<file path="src/hdl/ltc_pkg.sv">
// Shared types, constants and seed table of the lattice tick / hash / consensus block.
// Used by the slot RAM, the sequencing engine and the top level.
package ltc_pkg;

   // Lattice geometry.
   localparam int SLOT_COUNT = 128;
   localparam int SLOT_AW    = $clog2(SLOT_COUNT);
   localparam int CNT_W      = SLOT_AW + 1;
   localparam int SUM_W      = 32 + SLOT_AW;
   localparam int SEED_COUNT = 16;
   localparam int SEED_W     = $clog2(SEED_COUNT);

   // Reset values of the configuration registers.
   localparam logic [31:0] CEILING_RESET = 32'hFFFF_0000;
   localparam logic [31:0] FLOOR_RESET   = 32'h0000_0100;

   // Configuration register indexes.
   localparam int CSR_IDX_W = 1;
   localparam logic [CSR_IDX_W-1:0] CSR_CEILING = 1'b0;
   localparam logic [CSR_IDX_W-1:0] CSR_FLOOR   = 1'b1;

   // Input modes.
   localparam logic [1:0] MODE_TICK  = 2'd0;
   localparam logic [1:0] MODE_HASH  = 2'd1;
   localparam logic [1:0] MODE_QUERY = 2'd2;

   // Result kinds.
   localparam logic KIND_DIGEST    = 1'b0;
   localparam logic KIND_CONSENSUS = 1'b1;

   // Number of finalization rounds of the digest.
   localparam int FIN_ROUNDS = 4;

   // The seed table repeats its eight values over the seed period.
   function automatic logic [31:0] seed_word(input logic [2:0] idx);
      logic [31:0] w;
      unique case (idx)
         3'd0: w = 32'h0003_3C6F;
         3'd1: w = 32'h0007_DAA6;
         3'd2: w = 32'h002A_5C56;
         3'd3: w = 32'h008F_EFA7;
         3'd4: w = 32'h0058_FDEB;
         3'd5: w = 32'h0110_4689;
         3'd6: w = 32'h03A8_2BC8;
         3'd7: w = 32'h0AAE_C964;
         default: w = 32'h0;
      endcase
      return w;
   endfunction

   typedef struct packed {
      logic [1:0] mode;
      logic [7:0] data_byte;
      logic       last_byte;
   } req_type;

   typedef struct packed {
      logic        result_kind;
      logic [31:0] hash_value;
      logic        locked;
      logic        sticky_consensus;
      logic [31:0] tick_count;
      logic [31:0] ceiling_events;
      logic [31:0] floor_events;
   } rsp_type;

   typedef struct packed {
      logic [31:0] ceiling_limit;
      logic [31:0] floor_limit;
   } cfg_type;

   typedef struct packed {
      logic               en;
      logic [SLOT_AW-1:0] addr;
      logic [31:0]        data;
   } ram_wr_type;

   typedef struct packed {
      logic               en;
      logic [SLOT_AW-1:0] addr;
   } ram_rd_type;

endpackage

</file>
<file path="src/hdl/ltc_engine.sv">
// Sequencer of the block: seed fill after reset, tick walk, consensus passes and hash fold.
// Depends on ltc_pkg; drives the ports of ltc_slot_ram.
module ltc_engine
   import ltc_pkg::*;
(
   input  logic        clock,
   input  logic        reset,
   input  cfg_type     cfg,
   input  logic        req_valid,
   output logic        req_stall,
   input  req_type     req_data,
   output logic        res_valid,
   input  logic        res_ack,
   output rsp_type     res_data,
   output ram_wr_type  ram_wr,
   output ram_rd_type  ram_rd,
   input  logic [31:0] ram_rd_data
);

   localparam logic [2:0] ST_INIT  = 3'd0;
   localparam logic [2:0] ST_IDLE  = 3'd1;
   localparam logic [2:0] ST_TICK  = 3'd2;
   localparam logic [2:0] ST_SUM   = 3'd3;
   localparam logic [2:0] ST_DEV   = 3'd4;
   localparam logic [2:0] ST_CHECK = 3'd5;
   localparam logic [2:0] ST_HASH  = 3'd6;
   localparam logic [2:0] ST_FIN   = 3'd7;
   localparam logic [2:0] ST_OUT   = 3'd0;

   // ST_OUT needs its own code; the state vector is widened by one bit for it.
   localparam logic [3:0] S_INIT  = {1'b0, ST_INIT};
   localparam logic [3:0] S_IDLE  = {1'b0, ST_IDLE};
   localparam logic [3:0] S_TICK  = {1'b0, ST_TICK};
   localparam logic [3:0] S_SUM   = {1'b0, ST_SUM};
   localparam logic [3:0] S_DEV   = {1'b0, ST_DEV};
   localparam logic [3:0] S_CHECK = {1'b0, ST_CHECK};
   localparam logic [3:0] S_HASH  = {1'b0, ST_HASH};
   localparam logic [3:0] S_FIN   = {1'b0, ST_FIN};
   localparam logic [3:0] S_OUT   = {1'b1, ST_OUT};

   localparam logic [CNT_W-1:0]   CNT_END  = CNT_W'(SLOT_COUNT);
   localparam logic [CNT_W-1:0]   INIT_END = CNT_W'(SLOT_COUNT - 1);
   localparam logic [SLOT_AW-1:0] POS_LAST = SLOT_AW'(SLOT_COUNT - 1);
   localparam logic [SEED_W-1:0]  SEED_END = SEED_W'(SEED_COUNT - 1);
   localparam logic [1:0]         FIN_END  = 2'(FIN_ROUNDS - 1);

   // Control state.
   logic [3:0]         state_ff, state_in;
   logic [CNT_W-1:0]   cnt_ff, cnt_in;
   logic [SEED_W-1:0]  seed_ff, seed_in;
   logic [31:0]        tick_ff, tick_in;
   logic [31:0]        ceil_cnt_ff, ceil_cnt_in;
   logic [31:0]        floor_cnt_ff, floor_cnt_in;
   logic               flag_ff, flag_in;
   logic [SLOT_AW-1:0] pos_ff, pos_in;
   logic               open_ff, open_in;

   // Data path registers.
   logic [31:0]        prev_ff, prev_in;
   logic [31:0]        word0_ff;
   logic [31:0]        acc_ff, acc_in;
   logic [7:0]         byte_ff, byte_in;
   logic               last_ff, last_in;
   logic [1:0]         round_ff, round_in;
   logic [SUM_W-1:0]   sum_ff, sum_in;
   logic [31:0]        maxdev_ff, maxdev_in;
   rsp_type            res_ff, res_in;

   // Combinational helpers.
   logic               accept;
   logic [CNT_W-1:0]   cnt_dec;
   logic [SLOT_AW-1:0] prev_addr;
   logic [31:0]        init_word;
   logic               ceil_hit;
   logic               floor_hit;
   logic [31:0]        grown;
   logic [31:0]        tick_word;
   logic [31:0]        mean;
   logic [31:0]        dev;
   logic               lock;
   logic [31:0]        hash_base;
   logic [SLOT_AW-1:0] hash_pos;
   logic [31:0]        acc_rot;

   assign accept    = req_valid && !req_stall;
   assign req_stall = (state_ff != S_IDLE);
   assign cnt_dec   = cnt_ff - CNT_W'(1);
   assign prev_addr = cnt_dec[SLOT_AW-1:0];

   // Seed recurrence of the fill pass.
   assign init_word = ((cnt_ff == '0) ? 32'h0 : (prev_ff << 1) + prev_ff)
                      + seed_word(seed_ff[2:0]);

   // Update rule of one word during a tick.
   assign ceil_hit  = (ram_rd_data >= cfg.ceiling_limit);
   assign grown     = (ram_rd_data << 1) + ram_rd_data + tick_ff;
   assign floor_hit = !ceil_hit && (grown < cfg.floor_limit);
   assign tick_word = ceil_hit ? cfg.ceiling_limit : (floor_hit ? cfg.floor_limit : grown);

   // Consensus: mean of the lattice, deviation of the word read back.
   assign mean = sum_ff[SUM_W-1 -: 32];
   assign dev  = (ram_rd_data > mean) ? ram_rd_data - mean : mean - ram_rd_data;
   assign lock = (maxdev_ff < (mean >> 1));

   // Hash fold: a closed message restarts from word 0 at position 0.
   assign hash_base = open_ff ? acc_ff : word0_ff;
   assign hash_pos  = open_ff ? pos_ff : '0;
   assign acc_rot   = {acc_ff[2:0], acc_ff[31:3]};

   // Next-state logic of the sequencer.
   always_comb begin
      state_in     = state_ff;
      cnt_in       = cnt_ff;
      seed_in      = seed_ff;
      tick_in      = tick_ff;
      ceil_cnt_in  = ceil_cnt_ff;
      floor_cnt_in = floor_cnt_ff;
      flag_in      = flag_ff;
      pos_in       = pos_ff;
      open_in      = open_ff;
      prev_in      = prev_ff;
      acc_in       = acc_ff;
      byte_in      = byte_ff;
      last_in      = last_ff;
      round_in     = round_ff;
      sum_in       = sum_ff;
      maxdev_in    = maxdev_ff;
      res_in       = res_ff;
      ram_wr.en    = 1'b0;
      ram_wr.addr  = prev_addr;
      ram_wr.data  = tick_word;
      ram_rd.en    = 1'b0;
      ram_rd.addr  = cnt_ff[SLOT_AW-1:0];

      unique case (state_ff)
         S_INIT: begin
            ram_wr.en   = 1'b1;
            ram_wr.addr = cnt_ff[SLOT_AW-1:0];
            ram_wr.data = init_word;
            prev_in     = init_word;
            seed_in     = (seed_ff == SEED_END) ? '0 : seed_ff + SEED_W'(1);
            cnt_in      = cnt_ff + CNT_W'(1);
            if (cnt_ff == INIT_END) begin
               cnt_in   = '0;
               state_in = S_IDLE;
            end
         end

         S_IDLE: begin
            ram_rd.addr = hash_pos;
            if (accept) begin
               unique case (req_data.mode)
                  MODE_TICK: begin
                     tick_in  = tick_ff + 32'd1;
                     cnt_in   = '0;
                     state_in = S_TICK;
                  end
                  MODE_HASH: begin
                     ram_rd.en = 1'b1;
                     byte_in   = req_data.data_byte;
                     last_in   = req_data.last_byte;
                     state_in  = S_HASH;
                  end
                  MODE_QUERY: begin
                     sum_in   = '0;
                     cnt_in   = '0;
                     state_in = S_SUM;
                  end
                  default: begin
                     state_in = S_IDLE;
                  end
               endcase
            end
         end

         // Read word k while word k-1 is written back.
         S_TICK: begin
            ram_rd.en = (cnt_ff != CNT_END);
            if (cnt_ff != '0) begin
               ram_wr.en = 1'b1;
               if (ceil_hit) begin
                  ceil_cnt_in = ceil_cnt_ff + 32'd1;
               end
               if (floor_hit) begin
                  floor_cnt_in = floor_cnt_ff + 32'd1;
               end
            end
            cnt_in = cnt_ff + CNT_W'(1);
            if (cnt_ff == CNT_END) begin
               state_in = S_IDLE;
            end
         end

         S_SUM: begin
            ram_rd.en = (cnt_ff != CNT_END);
            if (cnt_ff != '0) begin
               sum_in = sum_ff + SUM_W'(ram_rd_data);
            end
            cnt_in = cnt_ff + CNT_W'(1);
            if (cnt_ff == CNT_END) begin
               cnt_in    = '0;
               maxdev_in = '0;
               state_in  = S_DEV;
            end
         end

         S_DEV: begin
            ram_rd.en = (cnt_ff != CNT_END);
            if ((cnt_ff != '0) && (dev > maxdev_ff)) begin
               maxdev_in = dev;
            end
            cnt_in = cnt_ff + CNT_W'(1);
            if (cnt_ff == CNT_END) begin
               state_in = S_CHECK;
            end
         end

         S_CHECK: begin
            flag_in                 = flag_ff | lock;
            res_in                  = '0;
            res_in.result_kind      = KIND_CONSENSUS;
            res_in.locked           = lock;
            res_in.sticky_consensus = flag_ff | lock;
            res_in.tick_count       = tick_ff;
            res_in.ceiling_events   = ceil_cnt_ff;
            res_in.floor_events     = floor_cnt_ff;
            state_in                = S_OUT;
         end

         S_HASH: begin
            acc_in  = (hash_base << 1) + hash_base + {24'h0, byte_ff} + ram_rd_data;
            pos_in  = (hash_pos == POS_LAST) ? '0 : hash_pos + SLOT_AW'(1);
            open_in = !last_ff;
            if (last_ff) begin
               round_in = '0;
               state_in = S_FIN;
            end else begin
               state_in = S_IDLE;
            end
         end

         // One rotate-and-add round per cycle.
         S_FIN: begin
            acc_in   = acc_rot + word0_ff;
            round_in = round_ff + 2'd1;
            if (round_ff == FIN_END) begin
               res_in             = '0;
               res_in.result_kind = KIND_DIGEST;
               res_in.hash_value  = acc_rot + word0_ff;
               state_in           = S_OUT;
            end
         end

         S_OUT: begin
            if (res_ack) begin
               state_in = S_IDLE;
            end
         end

         default: begin
            state_in = S_IDLE;
         end
      endcase
   end

   // Control registers.
   always_ff @(posedge clock) begin
      if (reset) begin
         state_ff     <= S_INIT;
         cnt_ff       <= '0;
         seed_ff      <= '0;
         tick_ff      <= '0;
         ceil_cnt_ff  <= '0;
         floor_cnt_ff <= '0;
         flag_ff      <= 1'b0;
         pos_ff       <= '0;
         open_ff      <= 1'b0;
      end else begin
         state_ff     <= state_in;
         cnt_ff       <= cnt_in;
         seed_ff      <= seed_in;
         tick_ff      <= tick_in;
         ceil_cnt_ff  <= ceil_cnt_in;
         floor_cnt_ff <= floor_cnt_in;
         flag_ff      <= flag_in;
         pos_ff       <= pos_in;
         open_ff      <= open_in;
      end
   end

   // Data path registers.
   always_ff @(posedge clock) begin
      prev_ff   <= prev_in;
      acc_ff    <= acc_in;
      byte_ff   <= byte_in;
      last_ff   <= last_in;
      round_ff  <= round_in;
      sum_ff    <= sum_in;
      maxdev_ff <= maxdev_in;
      res_ff    <= res_in;
   end

   // Copy of word 0, kept current on every write to that address.
   always_ff @(posedge clock) begin
      if (ram_wr.en && (ram_wr.addr == '0)) begin
         word0_ff <= ram_wr.data;
      end
   end

   assign res_valid = (state_ff == S_OUT);
   assign res_data  = res_ff;

   // A tick transaction advances the tick counter by exactly one.
   a_tick_count: assert property (@(posedge clock) disable iff (reset)
      (accept && (req_data.mode == MODE_TICK)) |=> (tick_ff == $past(tick_ff) + 32'd1))
      else $error("tick counter did not advance by one");

   // In the tick walk the write-back never hits the word being read.
   a_walk_no_collide: assert property (@(posedge clock) disable iff (reset)
      (ram_wr.en && ram_rd.en && (state_ff == S_TICK)) |-> (ram_wr.addr != ram_rd.addr))
      else $error("tick walk read and write collided");

   // One word is either clamped or raised, never both.
   a_one_event: assert property (@(posedge clock) disable iff (reset)
      (ceil_cnt_ff != $past(ceil_cnt_ff)) |-> $stable(floor_cnt_ff))
      else $error("ceiling and floor counted in the same cycle");

   // A locked answer always carries the sticky flag.
   a_sticky: assert property (@(posedge clock) disable iff (reset)
      (res_valid && (res_data.result_kind == KIND_CONSENSUS) && res_data.locked)
      |-> (res_data.sticky_consensus && flag_ff))
      else $error("locked answer without sticky flag");

endmodule

</file>
<file path="config.mk">
export PLATFORM = sky130hd
export DESIGN_NAME = ltc_engine
export DESIGN_NICKNAME = d
export VERILOG_FILES = /design/src/hdl/ltc_pkg.sv /design/src/hdl/ltc_engine.sv
export SDC_FILE = /design/constraint.sdc
export NUM_CORES = 2
export LEC_CHECK = 0
export BUFFER_PORTS_ARGS = -buffer_cell sky130_fd_sc_hd__buf_4
export CAP_MARGIN = 20
export CORE_ASPECT_RATIO = 0.9
export CORE_UTILIZATION = 46
export CTS_BUF_LIST = sky130_fd_sc_hd__clkbuf_16
export DETAILED_ROUTE_END_ITERATION = 10
export HOLD_SLACK_MARGIN = 0.1
export PLACE_DENSITY = 0.66
export SYNTH_ARGS = -nofsm -noshare
export SYNTH_HDL_FRONTEND = slang
export SYNTH_SLANG_ARGS = --single-unit
</file>
<file path="constraint.sdc">
create_clock -name clock -period 5.68 [get_ports clock]
set_input_delay 0.284 -clock clock [delete_from_list [all_inputs] [get_ports clock]]
set_output_delay 0.284 -clock clock [all_outputs]
set_load 0.02 [all_outputs]
</file>
==> Word-level counts from Yosys, hierarchy flattened <==
Memories as Yosys holds them, arrays and structs flattened. A register that Yosys moved wholly into a read port is not among the register bits.
Cells that the tools add are included.
{ "word_totals": {"elab_cells": 153, "mem_count": 1, "register_bits": 430, "out_inout_bits": 181, "rom_bits": 216} }
{ "classes": {"n_mux": 44, "n_eq_ne": 29, "addsub": 19, "order_cmp": 5, "n_reduce_logical": 30, "n_bitwise": 1} }
{ "memory_table": {"columns": ["name", "words", "word_bits", "rd", "rd_ports_with_merged_regs", "write_ports", "line_no", "source"], "rows": [
  ["(no name shown)", 8, 27, 1, 1, 0, "ltc_pkg.sv:37", "unique case (idx)"]
]} }
{ "ops": {"columns": ["operator", "n"], "rows": [
  ["case mux 131 bit (2 select lines)", 1],
  ["adder 32 bit", 7],
  ["2-to-1 mux 32 bit", 7],
  ["2-to-1 mux 39 bit", 4],
  ["2-to-1 mux 131 bit", 1],
  ["case mux 32 bit (2 select lines)", 2],
  ["adder 32 x 1 -> 32 bit (second input constant)", 3],
  ["case mux 39 bit (2 select lines)", 1],
  ["> comparator 32 bit", 2],
  ["subtractor 32 bit", 2],
  ["adder 39 x 32 -> 39 bit", 1],
  ["case mux 4 bit (9 select lines)", 1],
  ["adder 32 x 8 -> 32 bit", 1],
  [">= comparator 32 bit", 1],
  ["< comparator 32 x 31 -> 1 bit", 1],
  ["< comparator 32 bit", 1],
  ["2-to-1 mux 4 bit", 8],
  ["2-to-1 mux 8 bit", 4],
  ["case mux 8 bit (4 select lines)", 1],
  ["2-to-1 mux 7 bit", 3],
  ["inequality test 2 bit (second input constant)", 10],
  ["AND reduction 3 bit", 6],
  ["== test 4 x 3 -> 1 bit (second input constant)", 4],
  ["2-to-1 mux 3 bit", 3],
  ["36 further kinds", 53]
]} }

==> Depth between registers and ports, before layout <==
{ "logic_depth": {"word_depth": 9, "ltp_mapped": 27, "ltp_nobuf": 25} }

==> Least setup slack after synthesis <==
No wires, ideal clock.
{ "synth_path": {"kind": "input to register", "startpoint": "input port ram_rd_data[0]", "endpoint": "register maxdev_ff[0] (enable)", "path_buffers": 2, "setup_ps": 433, "t_required_ps": 5247, "t_arrival_ps": 5646, "slack_ps": -399, "path_stages": 26, "cell_sequence": "inv_1 ha_1 inv_1 fa_1 a21o_1 a21o_1 a31oi_1 a211oi_1 or3_4 nand2_4 buf_4 buf_2 mux2i_1 xnor2_1 ha_1 a21o_1 a21o_1 a21o_1 a21oi_1 nor2b_1 o21ai_0 nand2b_1 a21oi_1 o221ai_1 a21oi_1 o22ai_1"} }
{ "synth_via": {"elab_chain_len": 6, "elab_cells_between_ends": 8} }
{ "synth_rtl": {"columns": ["item", "line_no", "source"], "rows": [
  ["start: declaration", "ltc_engine.sv:17", "input logic [31:0] ram_rd_data"],
  ["subtractor 32 bit or > comparator 32 bit (tied branches)", "ltc_engine.sv:102", "assign dev = (ram_rd_data > mean) ? ram_rd_data - mean : mean - ram_rd_data;"],
  ["2-to-1 mux 32 bit (*)", "ltc_engine.sv:102", null],
  ["named net dev[17]", "ltc_engine.sv:79", "logic [31:0] dev;"],
  ["> comparator 32 bit (*)", "ltc_engine.sv:209", "if ((cnt_ff != '0) && (dev > maxdev_ff)) begin"],
  ["logical AND 1 bit (*)", "ltc_engine.sv:209", null],
  ["inequality test 2 bit (no source line) (*)", null, null],
  ["AND reduction 3 bit (no source line) (*)", null, null],
  ["end signal: assignment", "ltc_engine.sv:299", "maxdev_ff <= maxdev_in;"],
  ["end: declaration", "ltc_engine.sv:66", "logic [31:0] maxdev_ff, maxdev_in;"]
]} }
Mark *: on every way through the listed nets, which the timed path passes. The rest lies on a longest branch.
A chain may end at the register's enable or synchronous reset.

==> results.md <==
Place:
- The detailed placer's ending HPWL is 92200 µm.
- The congestion estimate from routability-driven global placement came to 1.02.
- The post-placement cell count is 5331.
- The area of placed instances is 41000 µm².
- The total of buffers placed on input and output ports is 291.

Synth:
- The post-synthesis instance area is 35600 µm².
- Sequential cells were found to cover 34.3% of the synthesized design area.
- Summing the areas of all compound-gate instances in the mapped netlist gives 18.0% of the synthesized area.
- The primary flip-flop cell chosen by synthesis mapping is sky130_fd_sc_hd__edfxtp_1.
- For this run, asynchronously set or reset flops after synthesis account for 0%.
- The count of flip-flops with a built-in enable after synthesis is 309.
- After synthesis, the largest family of logic cells by area is adder cells.
- The synthesized netlist devotes 6.35% of its cell area to XOR and XNOR gates.
- The mean post-synth cell area is 9.30 µm².
- The count of mapped cells out of synthesis is 3826.
- The count of unique library cells instantiated by Yosys is 98.
- During synthesis, Yosys emitted a total of 0 warnings.
- Counting every net in the synthesized netlist gives 4419.
- After Yosys synthesis, and, or, nand and nor cells account for 16.8% of the synthesized area.
- In this run, synthesis produced a sequential element count of 456.
- The synthesized-area fraction occupied by adder cells is 18.5%.
- The multiplexer share of the synthesized area is 1.92%.

Floorplanning:
- For this design the top-level I/O count stands at 292.
- The core outline area is 76400 µm².
- The die outline width is 295 µm.
- The height of the die is 266 µm.
- The number of standard-cell rows in the floorplan is 96.
- The effective utilization at floorplan is 46.6%.
- The die covers 78500 µm².

Power:
- The maximum ir drop on the vdd rail is 1.13 mV.
- Net switching is 45.3% of the power.
- Dividing total power by cell area gives a power density of 535 nW/µm².
- The analysis attributes to cell leakage a power of 19.6 nW.
- The combinational group share of total power is 64.2%.
- The share of total power dissipated in sequential elements is 21.1%.
- The share of power burned in the clock network is 14.7%.
- The total power after layout is 0.0235 W.
- The internal power is 0.0128 W.
- The analysis attributes to net switching a power of 0.0106 W.

Global route:
- The first global-routing pass estimated 172000 µm of wire.
- The total overflow left after global routing is 0.
- In the global route stage, overall resource usage came out at 28.6%.
- Entering global routing, the biggest net connects 93 pins.
- The initial antenna violation count was 1.
- The via count of the first global-routing pass was 29000.

Finish:
- The net count of the finished layout is 4993.
- The repair_antennas step left the layout with diodes totalling 0.
- The final instance count without filler cells is 5474.
- The most common cell after layout, fill and taps aside is sky130_fd_sc_hd__buf_4.
- In the layout the commonest cells are sky130_fd_sc_hd__buf_4 (583), sky130_fd_sc_hd__ha_1 (405), sky130_fd_sc_hd__nor2_1 (353).
- The post-route netlist has 19.9% of its cells at a drive strength greater than 1.
- Compared with the post-synthesis result, the final layout area differs by 23.3%.
- The post-route standard cell area excluding fillers is 43900 µm².
- The total of fill cells in the finished design is 6762.

Outcome:
- The flow ran to the end, but the final reports show violations.
- The final reports fail on setup timing.

Detailed routing:
- The count of unresolved DRC violations after routing is 0.
- The count of TritonRoute iterations in the first routing pass is 6.
- The count of nets left with antenna violations once routing finished came out at 0.
- Dividing the detail-routed wire length by the instance count gives 21.3 µm.
- The detailed router finished its first iteration with 2962 violations.
- After detailed routing, the number of vias per cell comes to 5.72.
- The final route contains 31300 vias.
- The wire length after detailed routing is 116000 µm.

Timing:
- The share of the cycle needed by the critical path after routing is 114%.
- The headroom to the max-slew limit is 32.3%.
- Setup violations remaining at the end of the flow were counted as 48.
- The post-layout minimum cycle time is 6460 ps.
- The fmax is 0.155 GHz.
- The hold violation total from the final report was 0.
- The smallest setup slack after layout is -782 ps.
- Setup repair after global routing could not meet its margin everywhere.
- For the pin with the worst max-slew slack, the measured transition is 1010 ps.
- The clock skew is 44.5 ps.
- The final number of max-transition violations is 0.

Setup path:
- The worst-path cell with the longest stage delay is sky130_fd_sc_hd__fa_1.
- The worst setup path is launched from a flop.
- The worst setup path is captured at a primary output.
- STA puts the critical path data required time at 5400 ps.
- The delay of the slowest cell on the worst path is 500 ps.
- Data arrives at the worst endpoint at 6180 ps.
- Along the worst path, the maximum fanout reaches 4.
- By instance count, the cell type seen most on the critical path is sky130_fd_sc_hd__buf_6.
- The critical path in this run is classified as flop to primary output.

Clock tree:
- The maximum root-to-sink buffer count is 3.
- The register clock-pin slew on the reported worst setup and hold paths is 60 ps.
- The insertion delay of the later-clocked pin in the worst-skew pair is 650 ps.
- Clock tree synthesis selected as its root buffer the cell sky130_fd_sc_hd__clkbuf_16.
- For this design, the sink count on the clock tree is 456.
- The H-tree was split into 2 levels.
- The CTS buffer count is 54.
- TritonCTS built the clock tree.

Hold path:
- The worst hold path belongs to the class input pin to flop.

Run:
- The max-cap violation count is 0.
## area by class of cell
type / count / area, µm² / area share [%]
Inverter: 259 / 980 / 2.23
Timing Repair Buffer: 641 / 5110 / 11.6
Clock buffer: 55 / 1380 / 3.14
Multi-Input combinational cell: 2988 / 22600 / 51.4
Tap cell: 1029 / 1290 / 2.93
Sequential cell: 456 / 12200 / 27.8
Clock inverter: 46 / 363 / 0.827
## cell usage after synthesis (71+ instances only)
library cell	count	area share [%]
sky130_fd_sc_hd__a21o_1	171	3.6
sky130_fd_sc_hd__a21oi_1	298	4.2
sky130_fd_sc_hd__and2_1	149	2.6
sky130_fd_sc_hd__clkbuf_1	97	1.0
sky130_fd_sc_hd__dfxtp_1	147	8.3
sky130_fd_sc_hd__edfxtp_1	309	26
sky130_fd_sc_hd__fa_1	76	4.3
sky130_fd_sc_hd__ha_1	406	14
sky130_fd_sc_hd__inv_1	257	2.7
sky130_fd_sc_hd__nand2_1	246	2.6
sky130_fd_sc_hd__nand3_1	76	1.1
sky130_fd_sc_hd__nand4_1	71	1.2
sky130_fd_sc_hd__nor2_1	359	3.8
sky130_fd_sc_hd__o21ai_0	172	2.4
sky130_fd_sc_hd__xnor2_1	145	3.6
sky130_fd_sc_hd__xor2_1	113	2.8
## sequential cells by signal, summed over array words and instances, names as in the netlist, 2 cells and up, named ones only
signal and cells:
tick_ff 32, byte_ff 8, floor_cnt_ff 32, cnt_ff 8, pos_ff 7, ceil_cnt_ff 32, sum_ff 39, acc_ff 32
seed_ff 4, state_ff 4, round_ff 2, prev_ff 32, word0_ff 32, res_data 131, maxdev_ff 32
## per-stage QoR
stage / setup slack, ps / utilization [%] / TNS (ps) / hold slack [ps]
floorplan: 1.66 / - / 0 / 383
global placement: -660 / 53.7 / -37080 / 439
detailed placement: -743 / 53.7 / -45140 / 442
CTS: -829 / 56.7 / -24630 / 110
global route: -1050 / 57.5 / -43990 / 127
finish: -782 / 57.5 / -21470 / 130
## logic make-up (layout without fill, tap and decap cells)
logic type                 count (synthesis)  after routing
and+or+nand+nor                         1206           1207
xor gates and xnor gates                 258            258
DFF                                      456            456
muxes                                     63             63
buffers and inverters                    383           1001
AOI/OAI and AO/OA                        978            978
adders and majority gates                482            482
## final timing paths
kind,start,end,slack [ps],depth (start not counted)
max,tick_ff[1],ram_wr[2],-780,31
min,cfg[60],word0_ff[28],130,3
max reg2reg,tick_ff[1],floor_cnt_ff[23],-170,31
min reg2reg,pos_ff[1],pos_ff[1],450,2
## worst max-delay path, delay by kind of cell, from the launching register on
kind	cells	cell delay (ps)
AOI/OAI and AO/OA	13	2100
adders and majority gates	4	1320
buffers and inverters	8	940
and+or+nand+nor	4	570
DFF	1	330
muxes	1	150
xor gates and xnor gates	1	130
## routing by layer
layer / vias to the layer above / global-route usage, % / wire (µm)
met4: 2 / 7.56 / 3280
li1: 15000 / - / -
met1: 14900 / 42.3 / 53300
met3: 187 / 5.74 / 11000
met2: 1262 / 42.1 / 48800
met5: - / 0 / 13
## power groups by stage
stage / Combinational (W) / Sequential, W / Clock [W]
global route: 0.0163 / 0.00498 / 0.00362
global placement: 0.0140 / 0.00500 / 0
floorplan: 0.00929 / 0.00494 / 0
detailed placement: 0.0141 / 0.00500 / 0
finish: 0.0151 / 0.00495 / 0.00345
CTS: 0.0145 / 0.00494 / 0.00351
## what timing repair did
action                                  CTS  global route
hold buffers                             19             0
endpoints found under the setup margin   95           129
endpoints found under the hold margin    17             0
setup buffers                            12            11
pin swaps                                39            62
cloned                                    0             3
gates resized for setup                  67            97
No activity file was read; power rests on OpenSTA's default activity.
